[config.mk]
export PLATFORM = sky130hd
export DESIGN_NAME = adc_channel_statistics_unit
export DESIGN_NICKNAME = d
export VERILOG_FILES = /design/src/hw/rtl/acs_pkg.sv /design/src/hw/rtl/adc_channel_statistics_unit.sv /design/src/hw/rtl/acs_ram.sv /design/src/hw/rtl/acs_div.sv /design/src/hw/rtl/acs_sqrt.sv
export SDC_FILE = /design/constraint.sdc
export NUM_CORES = 2
export LEC_CHECK = 0
export BUFFER_PORTS_ARGS = -buffer_cell sky130_fd_sc_hd__buf_2
export CAP_MARGIN = 20
export CORE_UTILIZATION = 59
export DETAILED_ROUTE_END_ITERATION = 8
export PLACE_DENSITY = 0.82
export SKIP_CTS_REPAIR_TIMING = 1
export SYNTH_ARGS = -nofsm -noshare
export SYNTH_HDL_FRONTEND = slang
export SYNTH_HIERARCHICAL = 1
export SYNTH_SLANG_ARGS = --single-unit
[constraint.sdc]
create_clock -name clk_i -period 11.4 [get_ports clk_i]
set_input_delay 2.28 -clock clk_i [delete_from_list [all_inputs] [get_ports clk_i]]
set_output_delay 2.28 -clock clk_i [all_outputs]
set_load 0.005 [all_outputs]
[src/hw/rtl/acs_pkg.sv]
// Package: widths, per-channel record type and sequencer states for the ADC statistics unit.
`timescale 1ns / 1ps
package acs_pkg;

  localparam int CHAN_W       = 2;
  localparam int NUM_CHANNELS = 4;
  localparam int CODE_W       = 12;
  localparam int CNT_W        = 11;
  localparam int FLT_W        = 12;
  localparam int SUM_W        = 22;
  localparam int SQ_W         = 34;
  localparam int MAX_SAMPLES  = 1024;
  localparam int MEAN_W       = 20;
  localparam int SD_W         = 19;
  localparam int PROD_W       = CNT_W + SQ_W;
  localparam int NN_W         = 2 * CNT_W;
  localparam int DIVD_W       = 64;
  localparam int DIVS_W       = 21;
  localparam int QUOT_W       = 40;
  localparam int ROOT_W       = QUOT_W / 2;
  localparam int CFG_ADDR_W   = 1;

  localparam logic [CFG_ADDR_W-1:0] REG_OVER_LIMIT  = 1'b0;
  localparam logic [CFG_ADDR_W-1:0] REG_UNDER_LIMIT = 1'b1;

  localparam logic [CODE_W-1:0] OVER_LIMIT_RST  = 12'd3722;
  localparam logic [CODE_W-1:0] UNDER_LIMIT_RST = 12'd373;

  typedef struct packed {
    logic              ovf;
    logic [CODE_W-1:0] max_code;
    logic [CODE_W-1:0] min_code;
    logic [SQ_W-1:0]   sq;
    logic [SUM_W-1:0]  sum;
    logic [FLT_W-1:0]  flt;
    logic [CNT_W-1:0]  cnt;
  } chan_stats_t;

  localparam int STATS_W = $bits(chan_stats_t);

  localparam chan_stats_t STATS_RESET = '{
    ovf: 1'b0, max_code: '0, min_code: {CODE_W{1'b1}}, sq: '0, sum: '0, flt: '0, cnt: '0
  };

  typedef enum logic [3:0] {
    S_IDLE, S_UPD, S_RD, S_LD, S_MUL, S_DEV, S_MEAN, S_VAR, S_SQRT, S_OUT
  } acs_state_e;

endpackage

[src/hw/rtl/adc_channel_statistics_unit.sv]
// Top level: per-channel ADC sample statistics with batch report.
`timescale 1ns / 1ps
// A sample's channel record is read from the stats RAM, then updated and
// written back; the input is not ready again until the write-back is done.
// After a sample marked tlast, one report per channel follows in channel
// order; a channel with samples passes twice through the shared divider,
// for mean and variance, then through the square root, while an empty
// channel goes straight from its record read to the output.
// No samples are taken during the report. A finished report waits in the
// output register; stats are cleared once the last report is loaded.
module adc_channel_statistics_unit
  import acs_pkg::*;
(
  input  logic                  clk_i,
  input  logic                  rst_ni,
  input  logic                  s_axis_tvalid,
  output logic                  s_axis_tready,
  input  logic [15:0]           s_axis_tdata,  // chan, raw_code
  input  logic                  s_axis_tuser,  // probe_fault
  input  logic                  s_axis_tlast,  // batch_last
  output logic                  m_axis_tvalid,
  input  logic                  m_axis_tready,
  output logic [87:0]           m_axis_tdata,  // out_chan, sample_total, fault_total,
                                               // mean_q8, min_code, max_code, stddev_q8
  output logic [1:0]            m_axis_tuser,  // count_saturated, channel_empty
  output logic                  m_axis_tlast,  // report_last
  input  logic                  cfg_we_i,
  input  logic [CFG_ADDR_W-1:0] cfg_addr_i,
  input  logic [CODE_W-1:0]     cfg_wdata_i
);

  acs_state_e state_q, state_d;

  logic [CODE_W-1:0]       over_q, under_q;
  logic [NUM_CHANNELS-1:0] vld_q;
  logic [CHAN_W-1:0]       sch_q, rch_q;
  logic [CODE_W-1:0]       code_q;
  logic                    sflt_q, slast_q;
  logic [2*CODE_W-1:0]     code_sq;

  chan_stats_t       st_q, cur, upd;
  logic [STATS_W-1:0] ram_rdata;
  logic [CHAN_W-1:0]  ram_raddr;
  logic               ram_we;

  logic [PROD_W-1:0] prod_q, dev_q;
  logic [2*SUM_W-1:0] ss_q;
  logic [NN_W-1:0]   nn_q;
  logic [MEAN_W-1:0] mean_q;
  logic [SD_W-1:0]   sd_q;

  logic              div_start, div_busy, div_done;
  logic [DIVD_W-1:0] div_dvd;
  logic [DIVS_W-1:0] div_dvs;
  logic [QUOT_W-1:0] div_quot;
  logic              sq_start, sq_done;
  logic [ROOT_W-1:0] sq_root;

  logic out_load, out_vld_q, rpt_last, empty;
  logic [1:0] flt_inc;

  acs_ram #(.Width(STATS_W), .Depth(NUM_CHANNELS)) u_ram (
    .clk_i   (clk_i),
    .we_i    (ram_we),
    .waddr_i (sch_q),
    .wdata_i (upd),
    .raddr_i (ram_raddr),
    .rdata_o (ram_rdata)
  );

  acs_div u_div (
    .clk_i      (clk_i),
    .rst_ni     (rst_ni),
    .start_i    (div_start),
    .dividend_i (div_dvd),
    .divisor_i  (div_dvs),
    .busy_o     (div_busy),
    .done_o     (div_done),
    .quot_o     (div_quot)
  );

  acs_sqrt u_sqrt (
    .clk_i      (clk_i),
    .rst_ni     (rst_ni),
    .start_i    (sq_start),
    .radicand_i (div_quot),
    .done_o     (sq_done),
    .root_o     (sq_root)
  );

  // record as read back; an entry not written since the last clear is fresh
  always_comb begin
    cur = vld_q[state_q == S_UPD ? sch_q : rch_q] ? chan_stats_t'(ram_rdata) : STATS_RESET;
    upd = cur;
    code_sq = code_q * code_q;
    flt_inc = 2'(code_q > over_q) + 2'(code_q < under_q) + 2'(sflt_q);
    if (cur.cnt == CNT_W'(MAX_SAMPLES)) begin
      upd.ovf = 1'b1;
    end else begin
      upd.cnt = cur.cnt + 1'b1;
      upd.sum = cur.sum + SUM_W'(code_q);
      upd.sq  = cur.sq + SQ_W'(code_sq);
      upd.flt = cur.flt + FLT_W'(flt_inc);
      if (code_q < cur.min_code) upd.min_code = code_q;
      if (code_q > cur.max_code) upd.max_code = code_q;
    end
  end

  assign empty    = (st_q.cnt == '0);
  assign rpt_last = (rch_q == CHAN_W'(NUM_CHANNELS - 1));

  always_comb begin
    state_d = state_q;
    case (state_q)
      S_IDLE: if (s_axis_tvalid) state_d = S_UPD;
      S_UPD:  state_d = slast_q ? S_RD : S_IDLE;
      S_RD:   state_d = S_LD;
      S_LD:   state_d = (cur.cnt == '0) ? S_OUT : S_MUL;
      S_MUL:  state_d = S_DEV;
      S_DEV:  state_d = S_MEAN;
      S_MEAN: if (div_done) state_d = S_VAR;
      S_VAR:  if (div_done) state_d = S_SQRT;
      S_SQRT: if (sq_done) state_d = S_OUT;
      S_OUT:  if (out_load) state_d = rpt_last ? S_IDLE : S_RD;
      default: state_d = S_IDLE;
    endcase
  end

  always_comb begin
    s_axis_tready = 1'b0;
    ram_we    = 1'b0;
    ram_raddr = rch_q;
    div_start = 1'b0;
    div_dvd   = {{(DIVD_W-SUM_W-8){1'b0}}, st_q.sum, 8'b0};
    div_dvs   = DIVS_W'(st_q.cnt);
    sq_start  = 1'b0;
    out_load  = 1'b0;
    case (state_q)
      S_IDLE: begin
        s_axis_tready = 1'b1;
        ram_raddr = s_axis_tdata[CHAN_W-1:0];
      end
      S_UPD:  ram_we = 1'b1;
      S_MUL:  div_start = 1'b1;
      S_MEAN: begin
        div_start = div_done;
        div_dvd   = {{(DIVD_W-PROD_W-16){1'b0}}, dev_q, 16'b0};
        div_dvs   = nn_q[DIVS_W-1:0];
      end
      S_VAR:  sq_start = div_done;
      S_OUT:  out_load = !out_vld_q || m_axis_tready;
      default: ;
    endcase
  end

  always_ff @(posedge clk_i or negedge rst_ni) begin
    if (!rst_ni) begin
      state_q   <= S_IDLE;
      over_q    <= OVER_LIMIT_RST;
      under_q   <= UNDER_LIMIT_RST;
      vld_q     <= '0;
      rch_q     <= '0;
      out_vld_q <= 1'b0;
    end else begin
      state_q <= state_d;
      if (cfg_we_i) begin
        case (cfg_addr_i)
          REG_OVER_LIMIT:  over_q  <= cfg_wdata_i;
          REG_UNDER_LIMIT: under_q <= cfg_wdata_i;
          default: ;
        endcase
      end
      if (ram_we) vld_q[sch_q] <= 1'b1;
      if (state_q == S_UPD && slast_q) rch_q <= '0;
      if (out_load) begin
        if (rpt_last) vld_q <= '0;
        else rch_q <= rch_q + 1'b1;
      end
      if (out_load) out_vld_q <= 1'b1;
      else if (m_axis_tready) out_vld_q <= 1'b0;
    end
  end

  always_ff @(posedge clk_i) begin
    if (s_axis_tvalid && s_axis_tready) begin
      sch_q   <= s_axis_tdata[CHAN_W-1:0];
      code_q  <= s_axis_tdata[CHAN_W +: CODE_W];
      sflt_q  <= s_axis_tuser;
      slast_q <= s_axis_tlast;
    end
    if (state_q == S_LD) st_q <= cur;
    if (state_q == S_MUL) begin
      prod_q <= st_q.cnt * st_q.sq;
      ss_q   <= st_q.sum * st_q.sum;
      nn_q   <= st_q.cnt * st_q.cnt;
    end
    if (state_q == S_DEV) dev_q <= prod_q - PROD_W'(ss_q);
    if (state_q == S_MEAN && div_done) mean_q <= div_quot[MEAN_W-1:0];
    if (state_q == S_SQRT && sq_done) sd_q <= sq_root[SD_W-1:0];
    if (out_load) begin
      m_axis_tlast <= rpt_last;
      if (empty) begin
        m_axis_tdata <= {86'b0, rch_q};
        m_axis_tuser <= 2'b10;
      end else begin
        m_axis_tdata <= {sd_q, st_q.max_code, st_q.min_code, mean_q,
                         st_q.flt, st_q.cnt, rch_q};
        m_axis_tuser <= {1'b0, st_q.ovf};
      end
    end
  end

  assign m_axis_tvalid = out_vld_q;

`ifndef SYNTHESIS
  a_div_idle: assert property (@(posedge clk_i) disable iff (!rst_ni)
    div_start |-> !div_busy) else $error("divider started while busy");
  a_out_hold: assert property (@(posedge clk_i) disable iff (!rst_ni)
    out_load |-> (!out_vld_q || m_axis_tready)) else $error("report overwritten");
  a_clear: assert property (@(posedge clk_i) disable iff (!rst_ni)
    (out_load && rpt_last) |=> (vld_q == '0)) else $error("stats not cleared");
`endif

endmodule

[src/hw/rtl/acs_ram.sv]
// Generic single-write, single-read RAM with registered read data.
`timescale 1ns / 1ps
module acs_ram #(
  parameter int Width = 8,
  parameter int Depth = 4
) (
  input  logic                     clk_i,
  input  logic                     we_i,
  input  logic [$clog2(Depth)-1:0] waddr_i,
  input  logic [Width-1:0]         wdata_i,
  input  logic [$clog2(Depth)-1:0] raddr_i,
  output logic [Width-1:0]         rdata_o
);

  logic [Width-1:0] mem_q [Depth];

  always_ff @(posedge clk_i) begin
    if (we_i) begin
      mem_q[waddr_i] <= wdata_i;
    end
    rdata_o <= mem_q[raddr_i];
  end

endmodule

[src/hw/rtl/acs_div.sv]
// Restoring divider, one quotient bit per cycle.
`timescale 1ns / 1ps
module acs_div
  import acs_pkg::*;
(
  input  logic              clk_i,
  input  logic              rst_ni,
  input  logic              start_i,
  input  logic [DIVD_W-1:0] dividend_i,
  input  logic [DIVS_W-1:0] divisor_i,
  output logic              busy_o,
  output logic              done_o,
  output logic [QUOT_W-1:0] quot_o
);

  localparam int STEP_W = $clog2(DIVD_W);

  logic              busy_q, busy_d, done_q, done_d;
  logic [STEP_W-1:0] step_q, step_d;
  logic [DIVD_W-1:0] dvd_q, dvd_d;
  logic [DIVS_W-1:0] dvs_q, dvs_d;
  logic [DIVS_W-1:0] rem_q, rem_d;
  logic [QUOT_W-1:0] quo_q, quo_d;
  logic [DIVS_W:0]   trial;

  always_comb begin
    busy_d = busy_q;
    done_d = 1'b0;
    step_d = step_q;
    dvd_d  = dvd_q;
    dvs_d  = dvs_q;
    rem_d  = rem_q;
    quo_d  = quo_q;
    trial  = {rem_q, dvd_q[DIVD_W-1]};
    if (start_i && !busy_q) begin
      busy_d = 1'b1;
      step_d = '0;
      dvd_d  = dividend_i;
      dvs_d  = divisor_i;
      rem_d  = '0;
      quo_d  = '0;
    end else if (busy_q) begin
      dvd_d = {dvd_q[DIVD_W-2:0], 1'b0};
      if (trial >= {1'b0, dvs_q}) begin
        rem_d = DIVS_W'(trial - {1'b0, dvs_q});
        quo_d = {quo_q[QUOT_W-2:0], 1'b1};
      end else begin
        rem_d = trial[DIVS_W-1:0];
        quo_d = {quo_q[QUOT_W-2:0], 1'b0};
      end
      step_d = step_q + 1'b1;
      if (step_q == STEP_W'(DIVD_W - 1)) begin
        busy_d = 1'b0;
        done_d = 1'b1;
      end
    end
  end

  always_ff @(posedge clk_i or negedge rst_ni) begin
    if (!rst_ni) begin
      busy_q <= 1'b0;
      done_q <= 1'b0;
      step_q <= '0;
    end else begin
      busy_q <= busy_d;
      done_q <= done_d;
      step_q <= step_d;
    end
  end

  always_ff @(posedge clk_i) begin
    dvd_q <= dvd_d;
    dvs_q <= dvs_d;
    rem_q <= rem_d;
    quo_q <= quo_d;
  end

  assign busy_o = busy_q;
  assign done_o = done_q;
  assign quot_o = quo_q;

endmodule

[src/hw/rtl/acs_sqrt.sv]
// Digit-by-digit integer square root, one root bit per cycle.
`timescale 1ns / 1ps
module acs_sqrt
  import acs_pkg::*;
(
  input  logic              clk_i,
  input  logic              rst_ni,
  input  logic              start_i,
  input  logic [QUOT_W-1:0] radicand_i,
  output logic              done_o,
  output logic [ROOT_W-1:0] root_o
);

  localparam int REM_W  = ROOT_W + 4;
  localparam int STEP_W = $clog2(ROOT_W);

  logic              busy_q, busy_d, done_q, done_d;
  logic [STEP_W-1:0] step_q, step_d;
  logic [QUOT_W-1:0] rad_q, rad_d;
  logic [REM_W-1:0]  rem_q, rem_d;
  logic [ROOT_W-1:0] root_q, root_d;
  logic [REM_W-1:0]  cur, trial;

  always_comb begin
    busy_d = busy_q;
    done_d = 1'b0;
    step_d = step_q;
    rad_d  = rad_q;
    rem_d  = rem_q;
    root_d = root_q;
    cur    = {rem_q[REM_W-3:0], rad_q[QUOT_W-1 -: 2]};
    trial  = {2'b00, root_q, 2'b01};
    if (start_i && !busy_q) begin
      busy_d = 1'b1;
      step_d = '0;
      rad_d  = radicand_i;
      rem_d  = '0;
      root_d = '0;
    end else if (busy_q) begin
      rad_d = {rad_q[QUOT_W-3:0], 2'b00};
      if (cur >= trial) begin
        rem_d  = cur - trial;
        root_d = {root_q[ROOT_W-2:0], 1'b1};
      end else begin
        rem_d  = cur;
        root_d = {root_q[ROOT_W-2:0], 1'b0};
      end
      step_d = step_q + 1'b1;
      if (step_q == STEP_W'(ROOT_W - 1)) begin
        busy_d = 1'b0;
        done_d = 1'b1;
      end
    end
  end

  always_ff @(posedge clk_i or negedge rst_ni) begin
    if (!rst_ni) begin
      busy_q <= 1'b0;
      done_q <= 1'b0;
      step_q <= '0;
    end else begin
      busy_q <= busy_d;
      done_q <= done_d;
      step_q <= step_d;
    end
  end

  always_ff @(posedge clk_i) begin
    rad_q  <= rad_d;
    rem_q  <= rem_d;
    root_q <= root_d;
  end

  assign done_o = done_q;
  assign root_o = root_q;

endmodule

; Word level (Yosys, flattened, before mapping)
; Memory sizes are Yosys's and may differ from the RTL's. A register that Yosys moved wholly into a read port is not among the register bits.
; Index checks and enable logic that the tools add are counted.
[op_classes]
add_sub_neg = 12
multipliers = 4
n_lt_le_gt_ge = 9
eq_ne = 18
muxes = 62
bitwise = 2
reduce_logical = 20
[op_table]
columns = op, count
row1 = 64-bit two-way mux, 2
row2 = 104-bit two-way mux, 1
row3 = 103-bit two-way mux, 1
row4 = 40-bit two-way mux, 2
row5 = 61-bit two-way mux, 1
row6 = 11-bit by 34-bit multiplier with 45-bit output, 1
row7 = 45-bit by 44-bit subtractor with 45-bit output, 1
row8 = 22-bit by 22-bit multiplier with 44-bit output, 1
row9 = 4-bit one-hot mux with 10 select lines, 1
row10 = 4-bit two-way mux, 9
row11 = 34-bit by 24-bit adder with 34-bit output, 1
row12 = 1-bit two-way mux, 25
row13 = 24-bit by 22-bit >= comparator with 1-bit output, 1
row14 = 12-bit > comparator, 2
row15 = 12-bit < comparator, 2
row16 = 12-bit by 12-bit multiplier with 24-bit output, 1
row17 = 12-bit two-way mux, 2
row18 = 22-bit by 12-bit adder with 22-bit output, 1
row19 = 22-bit by 21-bit >= comparator with 1-bit output, 1
row20 = 11-bit zero test, 2
row21 = 22-bit two-way mux, 1
row22 = 22-bit subtractor, 1
row23 = 11-bit by 11-bit multiplier with 21-bit output, 1
row24 = 21-bit two-way mux, 1
row25 = other kinds (36), 65
[totals]
reg_bits = 683
mem_bits_rw = 416
in_bits = 36
output_inout_bits = 93
elab_cells = 170
n_memories = 1
[memory_table]
columns = memory, depth, width, read_ports, rd_clocked_by_memory_dff, write_ports, line
row1 = u_ram.mem_q, 4, 104, 1, 1, 1, acs_ram.sv:15  ; logic [Width-1:0] mem_q [Depth];

; Longest topological paths before layout
[depth]
word_depth = 8
ltp_mapped = 26

; Modules after synthesis
; The synthesis kept the hierarchy.
[modules_own_cells]
columns = mod, instances, cells_each, area_per_inst_um2, seq_area_each_um2
row1 = adc_channel_statistics_unit, 1, 5317, 53333.7, 12992.5
row2 = acs_ram, 1, 652, 17137.7, 14574.0
row3 = acs_div, 1, 724, 6945.4, 3973.8
row4 = acs_sqrt, 1, 455, 4802.1, 2217.1

; Least setup slack after synthesis
; Ideal clock, no wire load.
[synth_timing]
path_kind = flip-flop to flip-flop
from = register state_q[1]
to = register u_div.dvd_q[0], enable pin
t_arrival_ps = 10637
setup_slack_ps = 346
path_stages_with_launch = 7
path_buffers = 2
synth_period_minus_slack_ps = 11054
path_cell_list = dfrtp_1 clkbuf_1 nor3_1 or2_2 nor2_1 clkbuf_1 inv_1
[synth_between]
elab_chain_cells = 4
word_cells_on_any_way = 5
[synth_lines]
columns = element, line
row1 = from (decl), adc_channel_statistics_unit.sv:32  ; acs_state_e state_q, state_d;
row2 = from (signal assigned), adc_channel_statistics_unit.sv:165  ; state_q <= state_d;
row3 = 4-bit by 3-bit equality test with 1-bit output, adc_channel_statistics_unit.sv:138  ; case (state_q)
row4 = 1-bit one-hot mux with 2 select lines *, adc_channel_statistics_unit.sv:138
row5 = net div_start, adc_channel_statistics_unit.sv:52  ; logic div_start, div_busy, div_done;
row6 = 1-bit logical AND *, acs_div.sv:35  ; if (start_i && !busy_q) begin
row7 = 2-bit nonzero test (no line) *, n/a
row8 = to (signal assigned), acs_div.sv:72  ; dvd_q <= dvd_d;
row9 = to (decl), acs_div.sv:20  ; logic [DIVD_W-1:0] dvd_q, dvd_d;
; The timed path passes the listed nets; every way through them passes the cells marked *.
; A chain may end at the register's enable or synchronous reset.

==> results.toml <==
[status]
status = "complete, no violations"

[synth]
ys_seq_area_share_pct = 41.1
yosysTopAreaCell = "edfxtp_1"
synth_cells = 7148
yosysTopAreaCellShare_pct = 34.5
ys.flop_type = "edfxtp_1"
netlist_top_cells_area = "edfxtp_1 34%, fa_1 19%, ha_1 7.8%, dfxtp_1 5.0%, inv_1 4.8%"
ys_types = 105
ys_ff_latch = 1201
synth-edff-count = 944
syn_avg_cell_area_sq_um = 11.5
async_flop_share_pct = 4.16
synthesis.area_sq_um = 82200
synth_warnings = 6

[sta]
setup-tns-final_ns = 0
report.final.hold_viol_count = 0
min_period_over_period_pct = 76.8
worst_slew_pin_slew_ns = 1.01
rsz0062_at_grt = "false"
fin_skew_ns = 0.0929
slew_violations = 0
max_freq_mhz = 114
finalSetupViolCount = 0
layout_min_cycle_time_ns = 8.75
slew_headroom_pct = 32.5

[cells_and_area]
finalNonFillerCells = 9070
final_nets = 8518
drive_gt1_share_pct = 9.18
regArea_sq_um = 33800
area_growth_pct = 7.58
final_common_cell = "inv_1"
nFillCells = 9845
multi_input_area_sq_um = 43300
fin_area_sq_um = 88400
fin_util_pct = 64.2
final_cell_mix = "1047 x inv_1, 944 x edfxtp_1, 919 x nand2_1, 795 x fa_1, 513 x ha_1"

[floorplan]
row_count = 136
die_w_um = 375
core_sq_um = 138000
die_area_sq_um = 141000
start_util_pct = 59.7
io_pins = 129
die_h_um = 375

[setup_path]
cp_slowest_cell = "mux4_4"
crit_path_end_kind = "flip-flop"
crit_arrival_ns = 9.28
max_stage_delay_ns = 0.87
crit_fanout = 17
path_cells = "nor4b_4 -> mux2i_1 -> mux4_4 -> and2_1 -> fa_1 -> fa_1 -> inv_1 -> fa_1 -> fa_1 -> inv_1 -> ha_1 -> a21oi_1 -> o21ai_0 -> a2111oi_0 -> o21ai_0 -> a221oi_1 -> o21bai_1 -> a41oi_1 -> o21bai_1 -> xor2_1 -> mux2_2"
cpMostUsedCell = "fa_1"
crit_path_start_kind = "flip-flop"
crit_type = "flip-flop to flip-flop"
required_ns = 11.93

[place]
post-place-cells = 8845
placement.io_buffers = 126
dpl.hpwl_um = 123000
gp_congestion = 0.912
place_area_sq_um = 84400

[clock_tree]
clock_latency_ns = 0.79
cts_tree = "built"
cts_num_sinks = 1201
cts_root_buf = "clkbuf_16"
cts_made_buffers = 117
cts_htree_levels = 3
cts.clk_slew.worst_paths_ns = 0.07
clockBufferDepth = 3

[routing]
num_vias = 52100
drt-total-wl_um = 175000
wl_per_cell_um = 19.3
via_per_inst = 5.75
drt_iter0_markers = 4078
drc = 0
ant_nets = 0
firstDrtPassIters = 6

[grt]
grt_pass1_vias = 55700
antenna_found_initial = 1
grt_overflow = 0
grt_pass1_wl_um = 287000
grt_max_degree = 105
groute.usage.overall_pct = 25.6

[flow_run]
cap_violations = 0

[worst_hold_path]
hold_path_class = "flip-flop to flip-flop"
[critical path: cells and delay by family, from the launching register on]
kind | cells | cell delay (ns)
multiplexers | 3 | 1.65
XOR/XNOR | 1 | 0.16
buffers and inverters | 2 | 0.10
AND/OR/NAND/NOR | 2 | 1.01
adder cells (fa/ha/maj) | 5 | 2.29
AO/OA/AOI/OAI | 8 | 2.61
flip-flops | 1 | 0.67
[stage by stage]
| stage | setup WS (ns) | hold WS, ns |
|---|---|---|
| finish | 2.65 | 0.449 |
| global route | 2.13 | 0.475 |
| CTS | 2.73 | 0.457 |
| detailed placement | 2.83 | 0.445 |
| global placement | 2.94 | 0.444 |
| floorplan | 0.346 | 0.430 |
[layer usage]
layer / track usage, % / vias up / share of wire, %
li1: - / 23700 / -
met1: 33.2 / 26000 / 41
met2: 43.1 / 1933 / 49
met3: 3.79 / 394 / 6.6
met4: 10.4 / 2 / 4.0
met5: 0 / - / 0.0074
[registers in the layout, indices dropped and copies added, names as in the netlist, 5 cells and up]
register / count
over_q: 12
nn_q: 20
prod_q: 45
m_axis_tdata: 88
u_div/dvs_q: 21
code_q: 12
u_ram/mem_q: 416
u_div/rem_q: 21
u_sqrt/rad_q: 40
mean_q: 20
u_div/step_q: 6
u_ram/rdata_o: 104
u_div/dvd_q: 64
under_q: 12
st_q: 104
u_div/quot_o: 40
dev_q: 45
sd_q: 19
u_sqrt/step_q: 5
u_sqrt/rem_q: 22
ss_q: 43
u_sqrt/root_o: 20
[path summary, 6_finish.rpt]
path | slack, ns | startpoint | end | cells after the start
hold / removal | 0.45 | u_sqrt/root_o[3] | sd_q[3] | 0
max in group asynchronous | 9.19 | rst_ni | u_div/busy_o | 2
setup / recovery | 2.65 | state_q[0] | u_ram/mem_q[1][70] | 21
min in group asynchronous | 1.62 | rst_ni | under_q[11] | 2
setup reg to reg | 2.65 | state_q[0] | u_ram/mem_q[1][70] | 21
hold reg to reg | 0.45 | u_sqrt/root_o[3] | sd_q[3] | 0
[area by class of cell]
class | count | share of cell area [%]
antenna | 1 | 0.00283
clock buffer | 171 | 3.73
clock inverter | 49 | 0.719
inverter | 1052 | 4.46
multi-input combinational | 4597 | 48.9
sequential | 1201 | 38.2
tap | 1794 | 2.54
timing repair buffer | 205 | 1.45
[cell usage after synthesis, types with 100 or more instances]
master / instances
xnor2_1: 165
dfxtp_1: 207
a21oi_1: 234
inv_1: 1049
fa_1: 795
mux4_2: 105
clkbuf_1: 257
o21ai_0: 215
edfxtp_1: 944
nor2_1: 189
ha_1: 513
xor2_1: 100
a21o_1: 125
and2_1: 462
nand2_1: 920
[logic make-up (layout without fill, tap and decap cells)]
kind of cell | count (synthesis) | after routing | share of synthesized area [%]
other | 1 | 14 | 0.00456
adder cells (fa/ha/maj) | 1309 | 1309 | 27.2
AO/OA/AOI/OAI | 878 | 878 | 6.89
AND/OR/NAND/NOR | 1926 | 1926 | 11.3
XOR/XNOR | 265 | 265 | 2.82
flip-flops | 1201 | 1201 | 41.1
multiplexers | 206 | 206 | 4.26
buffers and inverters | 1362 | 1477 | 6.47
Power is not shown: default switching activity piles up to over one toggle a cycle in this logic, so the estimate is an artifact.
